==> src/design/lcss_pkg.sv <==
// Shared types, constants and curve-table functions for the log curve sample shaper.
`timescale 1ns / 1ps

package lcss_pkg;

   localparam int unsigned SAMPLE_W   = 16;
   localparam int unsigned GAIN_W     = 16;
   localparam int unsigned MAG_W      = 17;
   localparam int unsigned PROD_W     = MAG_W + GAIN_W;
   localparam int unsigned CURVE_W    = 15;
   localparam int unsigned FRAC_W     = 8;
   localparam int unsigned CSR_IDX_W  = 8;
   localparam int unsigned CSR_DATA_W = 16;

   localparam int unsigned FULL_SCALE = 32'h0000_7FFF;
   localparam int unsigned MAG_MAX    = 32768;
   localparam int unsigned ROUND_HALF = 128;

   localparam int unsigned       LOG_FRAC_BITS   = 24;
   localparam longint unsigned   CURVE_SCALE_Q16 = 64'd646437265;

   localparam logic [GAIN_W-1:0] GAIN_UNITY = 16'd256;

   typedef enum logic [CSR_IDX_W-1:0] {
      CSR_ENABLE     = 8'd0,
      CSR_INPUT_GAIN = 8'd1
   } csr_reg_type;

   // Control that rides along with every sample through the pipe
   typedef struct packed {
      logic                bypass;
      logic                neg;
      logic [SAMPLE_W-1:0] raw;
   } side_type;

   // log2 of v with 24 fraction bits, by repeated squaring of a Q1.30 mantissa
   function automatic logic [63:0] log2_q24(input logic [31:0] v);
      logic [31:0] e;
      logic [63:0] m;
      logic [63:0] frac;
      e    = '0;
      frac = '0;
      for (int b = 0; b < 32; b++) begin
         if (v[b]) e = 32'(b);
      end
      m = 64'(v) << (32'd30 - e);
      for (int k = 0; k < LOG_FRAC_BITS; k++) begin
         m    = (m * m) >> 30;
         frac = frac << 1;
         if (m >= 64'h0000_0000_8000_0000) begin
            m    = m >> 1;
            frac = frac | 64'd1;
         end
      end
      if (v == '0) return '0;
      return (64'(e) << LOG_FRAC_BITS) | frac;
   endfunction

   // Curve entry i for a table of the given number of points
   function automatic logic [CURVE_W-1:0] curve_entry(input int unsigned points,
                                                      input int unsigned i);
      logic [63:0] base;
      logic [63:0] lv;
      logic [63:0] d;
      logic [63:0] val;
      base = log2_q24(32'(points));
      lv   = log2_q24(32'(points + 9 * i));
      d    = (lv >= base) ? (lv - base) : 64'd0;
      val  = (d * CURVE_SCALE_Q16 + (64'd1 << 39)) >> 40;
      if (val > 64'(FULL_SCALE)) val = 64'(FULL_SCALE);
      return val[CURVE_W-1:0];
   endfunction

endpackage

==> src/design/lcss_ifs.sv <==
// Channel interfaces: sample request, sample response and register write.
`timescale 1ns / 1ps

interface lcss_req_if;
   logic               valid;
   logic               ready;
   logic signed [15:0] in_sample;
   modport source (output valid, output in_sample, input ready);
   modport sink   (input valid, input in_sample, output ready);
endinterface

interface lcss_rsp_if;
   logic               valid;
   logic               ready;
   logic signed [15:0] out_sample;
   modport source (output valid, output out_sample, input ready);
   modport sink   (input valid, input out_sample, output ready);
endinterface

interface lcss_csr_if;
   logic        valid;
   logic        ready;
   logic [7:0]  index;
   logic [15:0] data;
   modport source (output valid, output index, output data, input ready);
   modport sink   (input valid, input index, input data, output ready);
endinterface

==> src/design/log_curve_sample_shaper_unit.sv <==
// Throughput: one sample per cycle while rsp is not stalled; every stage holds its own valid bit,
//   so a stalled output backs up one stage at a time and bubbles are squeezed out.
// The rate is set by the eight-stage pipe: gain multiply, position multiply, ROM read.
// Reset (synchronous, active high) empties the pipe, sets enable to 1 and gain to unity;
//   the curve ROM is constant and needs no fill.
`timescale 1ns / 1ps

module log_curve_sample_shaper_unit
   import lcss_pkg::*;
#(
   parameter int unsigned TABLE_POINTS = 256
)
(
   input  logic        clock,
   input  logic        reset,
   lcss_req_if.sink    req_bus,
   lcss_rsp_if.source  rsp_bus,
   lcss_csr_if.sink    csr_bus
);

   localparam int unsigned IDX_W = $clog2(TABLE_POINTS);

   // Configuration registers; to be written only while the pipe is drained (the user's duty, not enforced here)
   logic              enable_ff;
   logic [GAIN_W-1:0] gain_ff;

   // Beats between the three pipe sections
   logic              g_valid, g_ready;
   logic [PROD_W-1:0] g_prod;
   side_type          g_side;

   logic              p_valid, p_ready;
   logic [IDX_W-1:0]  p_addr_lo, p_addr_hi;
   logic [FRAC_W-1:0] p_frac;
   side_type          p_side;

   logic [SAMPLE_W-1:0] rsp_sample;

   // Register port never stalls
   assign csr_bus.ready = 1'b1;

   always_ff @(posedge clock) begin
      if (reset) begin
         enable_ff <= 1'b1;
         gain_ff   <= GAIN_UNITY;
      end else if (csr_bus.valid) begin
         case (csr_bus.index)
            CSR_ENABLE: begin
               enable_ff <= csr_bus.data[0];
            end
            CSR_INPUT_GAIN: begin
               gain_ff <= csr_bus.data[GAIN_W-1:0];
            end
            default: begin
               // drop writes to unused indexes
            end
         endcase
      end
   end

   // Stages 1-2: magnitude, then magnitude times gain
   lcss_gain u_gain (
      .clock      (clock),
      .reset      (reset),
      .in_valid   (req_bus.valid),
      .in_ready   (req_bus.ready),
      .in_sample  (req_bus.in_sample),
      .enable     (enable_ff),
      .input_gain (gain_ff),
      .out_valid  (g_valid),
      .out_ready  (g_ready),
      .out_prod   (g_prod),
      .out_side   (g_side)
   );

   // Stages 3-5: round and saturate, scale by the table span, divide by full scale
   lcss_position #(
      .TABLE_POINTS (TABLE_POINTS)
   ) u_position (
      .clock       (clock),
      .reset       (reset),
      .in_valid    (g_valid),
      .in_ready    (g_ready),
      .in_prod     (g_prod),
      .in_side     (g_side),
      .out_valid   (p_valid),
      .out_ready   (p_ready),
      .out_addr_lo (p_addr_lo),
      .out_addr_hi (p_addr_hi),
      .out_frac    (p_frac),
      .out_side    (p_side)
   );

   // Stages 6-8: ROM read, blend, sign restore into the output register
   lcss_curve #(
      .TABLE_POINTS (TABLE_POINTS)
   ) u_curve (
      .clock      (clock),
      .reset      (reset),
      .in_valid   (p_valid),
      .in_ready   (p_ready),
      .in_addr_lo (p_addr_lo),
      .in_addr_hi (p_addr_hi),
      .in_frac    (p_frac),
      .in_side    (p_side),
      .out_valid  (rsp_bus.valid),
      .out_ready  (rsp_bus.ready),
      .out_sample (rsp_sample)
   );

   assign rsp_bus.out_sample = rsp_sample;

endmodule

==> src/design/lcss_gain.sv <==
// Gain front end: sign split and magnitude times Q8.8 gain, two register stages.
`timescale 1ns / 1ps

module lcss_gain
   import lcss_pkg::*;
(
   input  logic                clock,
   input  logic                reset,
   input  logic                in_valid,
   output logic                in_ready,
   input  logic [SAMPLE_W-1:0] in_sample,
   input  logic                enable,
   input  logic [GAIN_W-1:0]   input_gain,
   output logic                out_valid,
   input  logic                out_ready,
   output logic [PROD_W-1:0]   out_prod,
   output side_type            out_side
);

   logic                v1_ff, v2_ff;
   logic                rdy1, rdy2;
   logic [MAG_W-1:0]    mag_in, mag_ff;
   side_type            side1_in, side1_ff, side2_ff;
   logic [PROD_W-1:0]   prod_in, prod_ff;

   assign rdy2     = !v2_ff || out_ready;
   assign rdy1     = !v1_ff || rdy2;
   assign in_ready = rdy1;

   always_comb begin
      side1_in.bypass = !enable;
      side1_in.neg    = in_sample[SAMPLE_W-1];
      side1_in.raw    = in_sample;
      mag_in = in_sample[SAMPLE_W-1] ? (MAG_W'(MAG_MAX) * 2'd2 - {1'b0, in_sample})
                                     : {1'b0, in_sample};
      prod_in = PROD_W'(mag_ff) * PROD_W'(input_gain);
   end

   always_ff @(posedge clock) begin
      if (reset) begin
         v1_ff <= 1'b0;
         v2_ff <= 1'b0;
      end else begin
         if (rdy1) v1_ff <= in_valid;
         if (rdy2) v2_ff <= v1_ff;
      end
   end

   always_ff @(posedge clock) begin
      if (rdy1 && in_valid) begin
         mag_ff   <= mag_in;
         side1_ff <= side1_in;
      end
      if (rdy2 && v1_ff) begin
         prod_ff  <= prod_in;
         side2_ff <= side1_ff;
      end
   end

   assign out_valid = v2_ff;
   assign out_prod  = prod_ff;
   assign out_side  = side2_ff;

endmodule

==> src/design/lcss_position.sv <==
// Round and saturate the gained value, then scale it to a table index and fraction.
`timescale 1ns / 1ps

module lcss_position
   import lcss_pkg::*;
#(
   parameter int unsigned TABLE_POINTS = 256
)
(
   input  logic                             clock,
   input  logic                             reset,
   input  logic                             in_valid,
   output logic                             in_ready,
   input  logic [PROD_W-1:0]                in_prod,
   input  side_type                         in_side,
   output logic                             out_valid,
   input  logic                             out_ready,
   output logic [$clog2(TABLE_POINTS)-1:0]  out_addr_lo,
   output logic [$clog2(TABLE_POINTS)-1:0]  out_addr_hi,
   output logic [FRAC_W-1:0]                out_frac,
   output side_type                         out_side
);

   localparam int unsigned     IDX_W   = $clog2(TABLE_POINTS);
   localparam longint unsigned SCALE_K = longint'(TABLE_POINTS - 1) * 256;
   localparam longint unsigned X_MAX   = SCALE_K * longint'(MAG_MAX);
   localparam int unsigned     X_W     = $clog2(X_MAX + 1);
   localparam int unsigned     A_W     = X_W - 15;
   localparam int unsigned     Y_W     = ((A_W > 15) ? A_W : 15) + 1;
   localparam int unsigned     Q_W     = X_W - 14;
   localparam int unsigned     I_W     = Q_W - FRAC_W;
   localparam logic [X_W-1:0]  K_X     = X_W'(SCALE_K);
   localparam logic [IDX_W-1:0] LAST   = IDX_W'(TABLE_POINTS - 1);

   logic                v1_ff, v2_ff, v3_ff;
   logic                rdy1, rdy2, rdy3;
   side_type            side1_ff, side2_ff, side3_ff;

   logic [PROD_W-8:0]   rounded;
   logic [PROD_W-8:0]   limit;
   logic [SAMPLE_W-1:0] g_in, g_ff;
   logic [X_W-1:0]      x_in, x_ff;

   logic [A_W-1:0]      a_part;
   logic [Y_W-1:0]      y_sum;
   logic [15:0]         r_sum;
   logic                corr;
   logic [Q_W-1:0]      q_pos;
   logic [I_W-1:0]      idx;
   logic                clamp;
   logic [IDX_W-1:0]    addr_lo_in, addr_lo_ff;
   logic [IDX_W-1:0]    addr_hi_in, addr_hi_ff;
   logic [FRAC_W-1:0]   frac_in, frac_ff;

   assign rdy3     = !v3_ff || out_ready;
   assign rdy2     = !v2_ff || rdy3;
   assign rdy1     = !v1_ff || rdy2;
   assign in_ready = rdy1;

   always_comb begin
      // round half away from zero on the magnitude, clip to the signed range
      rounded = (PROD_W-7)'((in_prod + PROD_W'(ROUND_HALF)) >> 8);
      limit   = in_side.neg ? (PROD_W-7)'(MAG_MAX) : (PROD_W-7)'(FULL_SCALE);
      g_in    = (rounded > limit) ? limit[SAMPLE_W-1:0] : rounded[SAMPLE_W-1:0];

      x_in = K_X * X_W'(g_ff);

      // divide by 2^15-1: x = a*32767 + (a+b), folded twice
      a_part = x_ff[X_W-1:15];
      y_sum  = Y_W'(a_part) + Y_W'(x_ff[14:0]);
      r_sum  = 16'(y_sum[Y_W-1:15]) + 16'(y_sum[14:0]);
      corr   = (r_sum >= 16'(FULL_SCALE));
      q_pos  = Q_W'(a_part) + Q_W'(y_sum[Y_W-1:15]) + Q_W'(corr);
      idx    = q_pos[Q_W-1:FRAC_W];
      clamp  = (idx >= I_W'(TABLE_POINTS - 1));

      addr_lo_in = clamp ? LAST : idx[IDX_W-1:0];
      addr_hi_in = clamp ? LAST : idx[IDX_W-1:0] + 1'b1;
      frac_in    = clamp ? '0 : q_pos[FRAC_W-1:0];
   end

   always_ff @(posedge clock) begin
      if (reset) begin
         v1_ff <= 1'b0;
         v2_ff <= 1'b0;
         v3_ff <= 1'b0;
      end else begin
         if (rdy1) v1_ff <= in_valid;
         if (rdy2) v2_ff <= v1_ff;
         if (rdy3) v3_ff <= v2_ff;
      end
   end

   always_ff @(posedge clock) begin
      if (rdy1 && in_valid) begin
         g_ff     <= g_in;
         side1_ff <= in_side;
      end
      if (rdy2 && v1_ff) begin
         x_ff     <= x_in;
         side2_ff <= side1_ff;
      end
      if (rdy3 && v2_ff) begin
         addr_lo_ff <= addr_lo_in;
         addr_hi_ff <= addr_hi_in;
         frac_ff    <= frac_in;
         side3_ff   <= side2_ff;
      end
   end

   assign out_valid   = v3_ff;
   assign out_addr_lo = addr_lo_ff;
   assign out_addr_hi = addr_hi_ff;
   assign out_frac    = frac_ff;
   assign out_side    = side3_ff;

endmodule

==> src/design/lcss_curve.sv <==
// Curve ROM lookup, linear blend of neighbor entries and sign restore.
`timescale 1ns / 1ps

module lcss_curve
   import lcss_pkg::*;
#(
   parameter int unsigned TABLE_POINTS = 256
)
(
   input  logic                             clock,
   input  logic                             reset,
   input  logic                             in_valid,
   output logic                             in_ready,
   input  logic [$clog2(TABLE_POINTS)-1:0]  in_addr_lo,
   input  logic [$clog2(TABLE_POINTS)-1:0]  in_addr_hi,
   input  logic [FRAC_W-1:0]                in_frac,
   input  side_type                         in_side,
   output logic                             out_valid,
   input  logic                             out_ready,
   output logic [SAMPLE_W-1:0]              out_sample
);

   // entries stay below 2^15, so the weighted sum stays below 2^23
   localparam int unsigned BLEND_W = CURVE_W + FRAC_W;

   logic [CURVE_W-1:0]  curve_rom [TABLE_POINTS];

   logic                v1_ff, v2_ff, v3_ff;
   logic                rdy1, rdy2, rdy3;
   side_type            side1_ff, side2_ff;
   logic [CURVE_W-1:0]  lo_ff, hi_ff;
   logic [FRAC_W-1:0]   frac_ff;
   logic [BLEND_W-1:0]  blend;
   logic [CURVE_W-1:0]  shaped_in, shaped_ff;
   logic [SAMPLE_W-1:0] res_in, res_ff;

   for (genvar gi = 0; gi < TABLE_POINTS; gi++) begin : g_rom
      assign curve_rom[gi] = curve_entry(TABLE_POINTS, gi);
   end

   assign rdy3     = !v3_ff || out_ready;
   assign rdy2     = !v2_ff || rdy3;
   assign rdy1     = !v1_ff || rdy2;
   assign in_ready = rdy1;

   always_comb begin
      blend = BLEND_W'(lo_ff) * BLEND_W'((FRAC_W+1)'(1 << FRAC_W) - (FRAC_W+1)'(frac_ff))
            + BLEND_W'(hi_ff) * BLEND_W'(frac_ff);
      shaped_in = blend[CURVE_W+FRAC_W-1:FRAC_W];
      if (side2_ff.bypass) begin
         res_in = side2_ff.raw;
      end else if (side2_ff.neg) begin
         res_in = SAMPLE_W'(0) - SAMPLE_W'(shaped_ff);
      end else begin
         res_in = SAMPLE_W'(shaped_ff);
      end
   end

   always_ff @(posedge clock) begin
      if (reset) begin
         v1_ff <= 1'b0;
         v2_ff <= 1'b0;
         v3_ff <= 1'b0;
      end else begin
         if (rdy1) v1_ff <= in_valid;
         if (rdy2) v2_ff <= v1_ff;
         if (rdy3) v3_ff <= v2_ff;
      end
   end

   always_ff @(posedge clock) begin
      if (rdy1 && in_valid) begin
         lo_ff    <= curve_rom[in_addr_lo];
         hi_ff    <= curve_rom[in_addr_hi];
         frac_ff  <= in_frac;
         side1_ff <= in_side;
      end
      if (rdy2 && v1_ff) begin
         shaped_ff <= shaped_in;
         side2_ff  <= side1_ff;
      end
      if (rdy3 && v2_ff) begin
         res_ff <= res_in;
      end
   end

   assign out_valid  = v3_ff;
   assign out_sample = res_ff;

endmodule

==> src/flat_wrapper.sv <==
// flat-port wrapper written by rule: the top's interface ports become plain ports
module log_curve_sample_shaper_unit_flat import lcss_pkg::*;
#(
   parameter int unsigned TABLE_POINTS = 256
)
  (clock, reset, req_bus_valid, req_bus_in_sample, req_bus_ready, rsp_bus_valid, rsp_bus_out_sample, rsp_bus_ready, csr_bus_valid, csr_bus_index, csr_bus_data, csr_bus_ready);
  lcss_req_if req_bus_i ();
  lcss_rsp_if rsp_bus_i ();
  lcss_csr_if csr_bus_i ();
  input  logic clock;
  input  logic reset;
  input wire logic [$bits(req_bus_i.valid)-1:0] req_bus_valid;
  input wire logic [$bits(req_bus_i.in_sample)-1:0] req_bus_in_sample;
  output wire logic [$bits(req_bus_i.ready)-1:0] req_bus_ready;
  output wire logic [$bits(rsp_bus_i.valid)-1:0] rsp_bus_valid;
  output wire logic [$bits(rsp_bus_i.out_sample)-1:0] rsp_bus_out_sample;
  input wire logic [$bits(rsp_bus_i.ready)-1:0] rsp_bus_ready;
  input wire logic [$bits(csr_bus_i.valid)-1:0] csr_bus_valid;
  input wire logic [$bits(csr_bus_i.index)-1:0] csr_bus_index;
  input wire logic [$bits(csr_bus_i.data)-1:0] csr_bus_data;
  output wire logic [$bits(csr_bus_i.ready)-1:0] csr_bus_ready;
  assign req_bus_i.valid = req_bus_valid;
  assign req_bus_i.in_sample = req_bus_in_sample;
  assign req_bus_ready = req_bus_i.ready;
  assign rsp_bus_valid = rsp_bus_i.valid;
  assign rsp_bus_out_sample = rsp_bus_i.out_sample;
  assign rsp_bus_i.ready = rsp_bus_ready;
  assign csr_bus_i.valid = csr_bus_valid;
  assign csr_bus_i.index = csr_bus_index;
  assign csr_bus_i.data = csr_bus_data;
  assign csr_bus_ready = csr_bus_i.ready;
  log_curve_sample_shaper_unit #(.TABLE_POINTS(TABLE_POINTS)) u_core (.clock(clock), .reset(reset), .req_bus(req_bus_i), .rsp_bus(rsp_bus_i), .csr_bus(csr_bus_i));
endmodule
==> config.mk <==
export PLATFORM = sky130hd
export DESIGN_NAME = log_curve_sample_shaper_unit_flat
export DESIGN_NICKNAME = d
export VERILOG_FILES = /design/src/design/lcss_pkg.sv /design/src/design/lcss_ifs.sv /design/src/design/log_curve_sample_shaper_unit.sv /design/src/design/lcss_gain.sv /design/src/design/lcss_position.sv /design/src/design/lcss_curve.sv /design/src/flat_wrapper.sv
export SDC_FILE = /design/constraint.sdc
export NUM_CORES = 2
export LEC_CHECK = 0
export BUFFER_PORTS_ARGS = -buffer_cell sky130_fd_sc_hd__buf_2
export CORE_MARGIN = 4
export CORE_UTILIZATION = 26
export DETAILED_ROUTE_END_ITERATION = 8
export PLACE_DENSITY = 0.43
export RECOVER_POWER = 100
export SLEW_MARGIN = 20
export SYNTH_ARGS = -nofsm -noshare
export SYNTH_HDL_FRONTEND = slang
export SYNTH_SLANG_ARGS = --single-unit
==> constraint.sdc <==
create_clock -name clock -period 19 [get_ports clock]
set_clock_uncertainty 0.15 [all_clocks]
set_input_delay 1.9 -clock clock [delete_from_list [all_inputs] [get_ports clock]]
set_output_delay 1.9 -clock clock [all_outputs]
set_load 0.01 [all_outputs]
* Word-level counts from Yosys, hierarchy flattened
Memories as Yosys holds them, arrays and structs flattened. A register that Yosys moved wholly into a read port is not among the register bits.
Index checks and enable logic that the tools add are counted.
** Word-level totals
- Register bits after elaboration :: 303
- ROM bits :: 7680
- Input port bits :: 45
- Word-level logic and storage cells :: 97
- Memories :: 2
** Memories
- (name not given) :: depth 256, bits a word 15, read ports 1, clocked after memory_dff 1, wr ports 0, RTL line lcss_curve.sv:74 : hi_ff <= curve_rom[in_addr_hi];
- (name not given) :: depth 256, bits a word 15, read ports 1, clocked after memory_dff 1, wr ports 0, RTL line lcss_curve.sv:73 : lo_ff <= curve_rom[in_addr_lo];
** Cells by class
- $add $sub $neg :: 10
- Multipliers :: 4
- Magnitude comparators :: 3
- Equal/unequal tests :: 1
- Multiplexer cells :: 5
- Bitwise gates (word level) :: 2
- Reduce and logical (&&, ||, !) cells :: 28
** Operators by type and width (count)
- two-way mux 16 bit :: 4
- adder 33 x 8 -> 33 bit (second input constant) :: 1
- multiplier 17 x 16 -> 33 bit :: 1
- greater-than comparator 25 x 16 -> 1 bit :: 1
- adder 23 bit :: 1
- multiplier 15 x 8 -> 23 bit :: 1
- multiplier 16 x 10 -> 23 bit :: 1
- multiplier 8 x 16 -> 23 bit (first input constant) :: 1
- inverter 8 -> 9 bit :: 2
- adder 16 x 15 -> 17 bit :: 1
- adder 16 x 2 -> 17 bit :: 1
- adder 17 x 1 -> 17 bit :: 1
- subtractor 17 x 16 -> 17 bit (first input constant) :: 1
- adder 2 x 15 -> 16 bit :: 1
- greater-or-equal comparator 16 x 15 -> 1 bit (second input constant) :: 1
- subtractor 1 x 15 -> 16 bit (first input constant) :: 1
- two-way mux 15 bit :: 1
- subtractor 9 x 8 -> 10 bit (first input constant) :: 1
- greater-or-equal comparator 9 x 8 -> 1 bit (second input constant) :: 1
- logical NOT 1 bit :: 9
- adder 8 x 1 -> 8 bit (second input constant) :: 1
- == test 8 x 1 -> 1 bit (second input constant) :: 1
- logical AND 1 bit :: 8
- logical NOT 8 bit :: 1
- 2 further kinds :: 10

* Longest topological paths before layout
- Depth after elaboration :: 10
- Depth in mapped cells :: 33
- Mapped depth without buffers :: 31

* Cells and area by module
A second synthesis with hierarchy kept.
** Second synthesis, totals
- Cell total of the unflattened synthesis :: 4526
- Area, all modules :: 41895.2 µm²
** Modules (own cells, without submodules)
- lcss_curve :: instances 1, cells each 2543, area an instance 20525.9 µm², seq. area each 3213.1 µm²
- lcss_gain :: instances 1, cells each 1202, area an instance 12019.0 µm², seq. area each 2532.4 µm²
- lcss_position :: instances 1, cells each 702, area an instance 8530.7 µm², seq. area each 3573.4 µm²
- log_curve_sample_shaper_unit :: instances 1, cells each 79, area an instance 819.5 µm², seq. area each 340.3 µm²

* Worst setup path before layout
No wires, ideal clock.
- Kind :: flip-flop to flip-flop
- From :: register u_core.u_curve.frac_ff[1]
- To :: register u_core.u_curve.shaped_ff[14] (data pin)
- Library setup time :: 0.260 ns
- Arrival time :: 6.340 ns
- Data required time :: 18.590 ns
- Path slack :: 12.251 ns
- Stages on the path, launching flop included :: 26
- Path buffers :: 1
- Clock period less this slack :: 6.749 ns
- Cells stage by stage :: edfxtp_1 -> inv_1 -> ha_1 -> nand2_1 -> or3_1 -> nor3_1 -> clkbuf_1 -> nand2_1 -> fa_1 -> fa_1 -> inv_1 -> fa_1 -> inv_1 -> fa_1 -> fa_1 -> inv_1 -> fa_1 -> ha_1 -> nand3_1 -> or2_2 -> o211ai_1 -> nand3_1 -> a21oi_1 -> a211o_1 -> a21oi_1 -> xnor2_1
** Between the ends
- Word-level cells in the longest chain between the ends :: 3
- Elaborated cells between the ends (all ways) :: 4
- Classes of those cells :: add/sub: 2; mul: 2
** Ends and longest elaborated chain
- from (decl) :: RTL line lcss_curve.sv:32 : logic [FRAC_W-1:0] frac_ff;
- from (signal assigned) :: RTL line lcss_curve.sv:75 : frac_ff <= in_frac;
- subtractor 9 x 8 -> 10 bit :: RTL line lcss_curve.sv:47 : blend = BLEND_W'(lo_ff) * BLEND_W'((FRAC_W+1)'(1 << FRAC_W) - (FRAC_W+1)'(frac_ff))
- multiplier 16 x 10 -> 23 bit :: RTL line lcss_curve.sv:47
- adder 23 bit * :: RTL line lcss_curve.sv:48 : + BLEND_W'(hi_ff) * BLEND_W'(frac_ff);
- via u_core.u_curve.blend[22] :: RTL line lcss_curve.sv:33 : logic [BLEND_W-1:0] blend;
- to (signal assigned) :: RTL line lcss_curve.sv:79 : shaped_ff <= shaped_in;
- to (decl) :: RTL line lcss_curve.sv:34 : logic [CURVE_W-1:0] shaped_in, shaped_ff;
The timed path passes the listed nets; every way through them passes the cells marked *.
A chain may end at the register's enable or synchronous reset.

* Worst setup path after layout
- From :: register u_core.u_position.addr_hi_ff[3] (netlist: u_core.u_position.out_addr_hi[3])
- To :: register u_core.u_curve.hi_ff[0] (data pin)
** Between the ends
- Word-level cells in the longest chain between the ends :: 1
** Ends and longest elaborated chain
- from (decl) :: RTL line lcss_position.sv:52 : logic [IDX_W-1:0] addr_hi_in, addr_hi_ff;
- from (signal assigned) :: RTL line lcss_position.sv:105 : addr_hi_ff <= addr_hi_in;
- inverter 8 -> 9 bit (implied by the code) :: RTL line lcss_curve.sv:74
- to (decl) :: RTL line lcss_curve.sv:31 : logic [CURVE_W-1:0] lo_ff, hi_ff;
Every way passes these cells.

==> flow_summary.ini <==
[setup_path]
path_max_fanout = 127
timing.reg2reg.setup_slack_ns = 10.63
path_class = reg2reg
worstPathArrival_ns = 8.48
r2r_end = u_core.u_curve.hi_ff[0]$_DFFE_PP_
rr_worst_depth = 10
crit_path_end_kind = flop
critPathLaunchType = flop
required_ns = 19.10
r2r_start = u_core.u_position.out_addr_hi[3]$_SDFFCE_PP1P_

[synthesis]
synth.ff_latch_count = 318
synth_edf_count = 293
synth_top_area_share_pct = 24.3
synth.net_count = 5293
synthFlopType = edfxtp_1
async_reset_ff_share_pct = 0
yosys_warnings = 0
synth_cells = 4464
yosysUniqueCellTypes = 85
synth_area_leader_cell = fa_1
synthTopCellsByArea = fa_1, edfxtp_1, ha_1
syn_area_per_cell_um2 = 8.96
synth_seq_area_share_pct = 23.2
synth_area_um2 = 40000

[hold_path]
hp-class = reg2reg
whs_path_depth = 0
hp-start = u_core.u_position.out_side[12]$_DFFE_PP_
min_to = u_core.u_curve.side1_ff[12]$_DFFE_PP_

[timing]
worst-slew-pin-transition_ns = 5.62
finalSetupViolCount = 0
grt_setup_unrepaired = false
finalCritPeriodShare_pct = 44.1
setup_tns_ns = 0
timing_hold_violations_final = 0
slew_viol_final = 485
clock.fmax_ghz = 0.119
period_needed_ns = 8.37
slew-limit-headroom_pct = -274

[grt]
grt-ovfl-total = 0
grt_pass1_vias = 32300
grt_max_degree = 189
grt_use_total_pct = 15.2
antenna_found_initial = 5
grt_pass1_wl_mm = 194

[die]
core_area_um2 = 152000
die-area_um2 = 160000
die_h_um = 400
start_util_pct = 26.2
rows = 143
die_w_um = 400
pin_count = 64

[run_status]
failed_checks = max-capacitance violations, max-slew violations
outcome = finished, violations left

[drt]
antenna_left = 0
wl_per_cell_um = 19.3
drc = 0
wirelength_mm = 124
vias = 31700
dr.pass1.iters = 6
viasPerCell = 4.94
drtIter0Drc = 2566

[placed_design]
hpwl_mm = 92.7
gp_congestion = 0.929
io_buffers = 62

[clock_network]
cts_resized = 0
cts.path.max_buffers = 3
cts_tree = built
cts_setup_buffers = 0
clk_latency_ns = 0.59
cts-root-buf = clkbuf_16
h-tree-depth = 2
hold_buffers = 0
cts.reportedPaths.clkPinSlew_ns = 0.06
cts_sinks = 318
cts_buffers = 38

[power]
ir_drop_v = 0.0000537
leakagePower_nw = 18.2
powerDensity_nw_per_um2 = 52.2

[finish]
nets = 5185
mostFrequentLayoutCell = inv_1
final_layout_size_suffix_gt1_share_pct = 4.06
syn_to_final_growth_pct = 8.66
final_cell_mix = inv_1, nand2_1, fa_1
utilization_pct = 28.5

[flow_run]
drv_cap = 10
-- per-stage QoR --
stage | instance area, um^2 | setup WS (ns) | std cells | total power [mW] | hold WS (ns)
finish | 43500 | 10.63 | 6419 | 2.27 | 0.251
global route | 43500 | 10.35 | 6416 | 2.43 | 0.260
CTS | 43600 | 10.95 | 6416 | 2.32 | 0.247
detailed placement | 42400 | 10.97 | 6346 | 1.55 | 0.255
global placement | 42400 | 11.09 | 6346 | 1.54 | 0.251
floorplan | 40000 | 12.25 | 4464 | 1.36 | 0.250
-- metal layers --
metal	global-route usage, %	vias up	wire [um]
met5	0	-	0
li1	-	14600	-
met4	4.11	0	3370
met2	25.3	967	59100
met1	20.6	15900	54200
met3	1.98	219	6910
-- area by class of cell --
class / count / area, um^2
tap: 2030 / 2540
antenna: 3 / 7.51
clock buffer: 43 / 970
clock inverter: 27 / 283
fill: 16500 / 109000
multi-input combinational: 3237 / 27300
timing repair buffer: 124 / 693
inverter: 637 / 2390
sequential: 318 / 9300
-- state kept, by name (all words and copies together) (netlist names), 15 cells and up --
signal / cells
u_core.u_gain.out_prod: 26
u_core.u_position.x_ff: 23
u_core.u_curve.side1_ff: 17
u_core.u_curve.side2_ff: 17
u_core.u_gain.mag_ff: 17
u_core.u_gain.out_side: 17
u_core.u_position.out_side: 17
u_core.u_position.side1_ff: 17
u_core.u_position.side2_ff: 17
u_core.gain_ff: 16
u_core.u_curve.out_sample: 16
u_core.u_gain.side1_ff: 16
u_core.u_position.g_ff: 16
u_core.u_curve.hi_ff: 15
u_core.u_curve.lo_ff: 15
u_core.u_curve.shaped_ff: 15
-- cell usage after synthesis (24+ instances only) --
cell type and count:
clkbuf_1 225, nor2b_1 43, dfxtp_1 25, a31oi_1 40, edfxtp_1 293, nand2b_1 35, fa_1 486, nor3_1 64
buf_1 39, o211ai_1 45, xor2_1 47, nand2_1 580, o21ai_0 257, xnor2_1 87, and2_1 229, a211oi_1 53
inv_1 634, ha_1 298, nor2_1 257, nand3_1 76, a21oi_1 263, mux2i_1 24
-- power breakdown --
part	leakage [nW]	total, mW	internal, mW	switching, mW
sequential	2.90	0.855	0.821	0.0342
combinational	14.7	0.666	0.275	0.391
clock	0.595	0.748	0.428	0.321
-- kinds of logic after synthesis --
kind of cell / Yosys count / synth area share, %
xor+xnor: 134 / 2.93
mux: 51 / 1.75
simple gates: 1383 / 16.2
flops: 318 / 23.2
compound gates: 881 / 13.6
buf+inv: 909 / 8.60
fa+ha+maj: 786 / 33.7
other cells: 2 / 0.0188
-- worst max-delay path, stage by stage, from the launching register on --
cell and delay (ns):
edfxtp_1 0.34, clkbuf_1 3.89, inv_1 0.10, clkbuf_1 1.07
nand2_1 0.92, nand2_1 0.30, a211o_1 0.38, o21ai_0 0.08
a21oi_1 0.10, o211ai_1 0.38, o21ai_0 0.28
-- worst max path at each step --
stage | endpoint | start | slack [ns]
after floorplan | u_core.u_curve.shaped_ff[14]$_DFFE_PP_ | u_core.u_curve.frac_ff[1]$_DFFE_PP_ | 12.25
after global placement | u_core.u_curve.shaped_ff[14]$_DFFE_PP_ | u_core.u_curve.frac_ff[1]$_DFFE_PP_ | 11.09
after detailed placement | u_core.u_curve.shaped_ff[14]$_DFFE_PP_ | u_core.u_curve.frac_ff[1]$_DFFE_PP_ | 10.97
after CTS | u_core.u_curve.shaped_ff[14]$_DFFE_PP_ | u_core.u_curve.frac_ff[1]$_DFFE_PP_ | 10.95
after global routing | u_core.u_curve.hi_ff[0]$_DFFE_PP_ | u_core.u_position.out_addr_hi[3]$_SDFFCE_PP1P_ | 10.35
final | u_core.u_curve.hi_ff[0]$_DFFE_PP_ | u_core.u_position.out_addr_hi[3]$_SDFFCE_PP1P_ | 10.63
No activity file was read; power rests on OpenSTA's default activity.
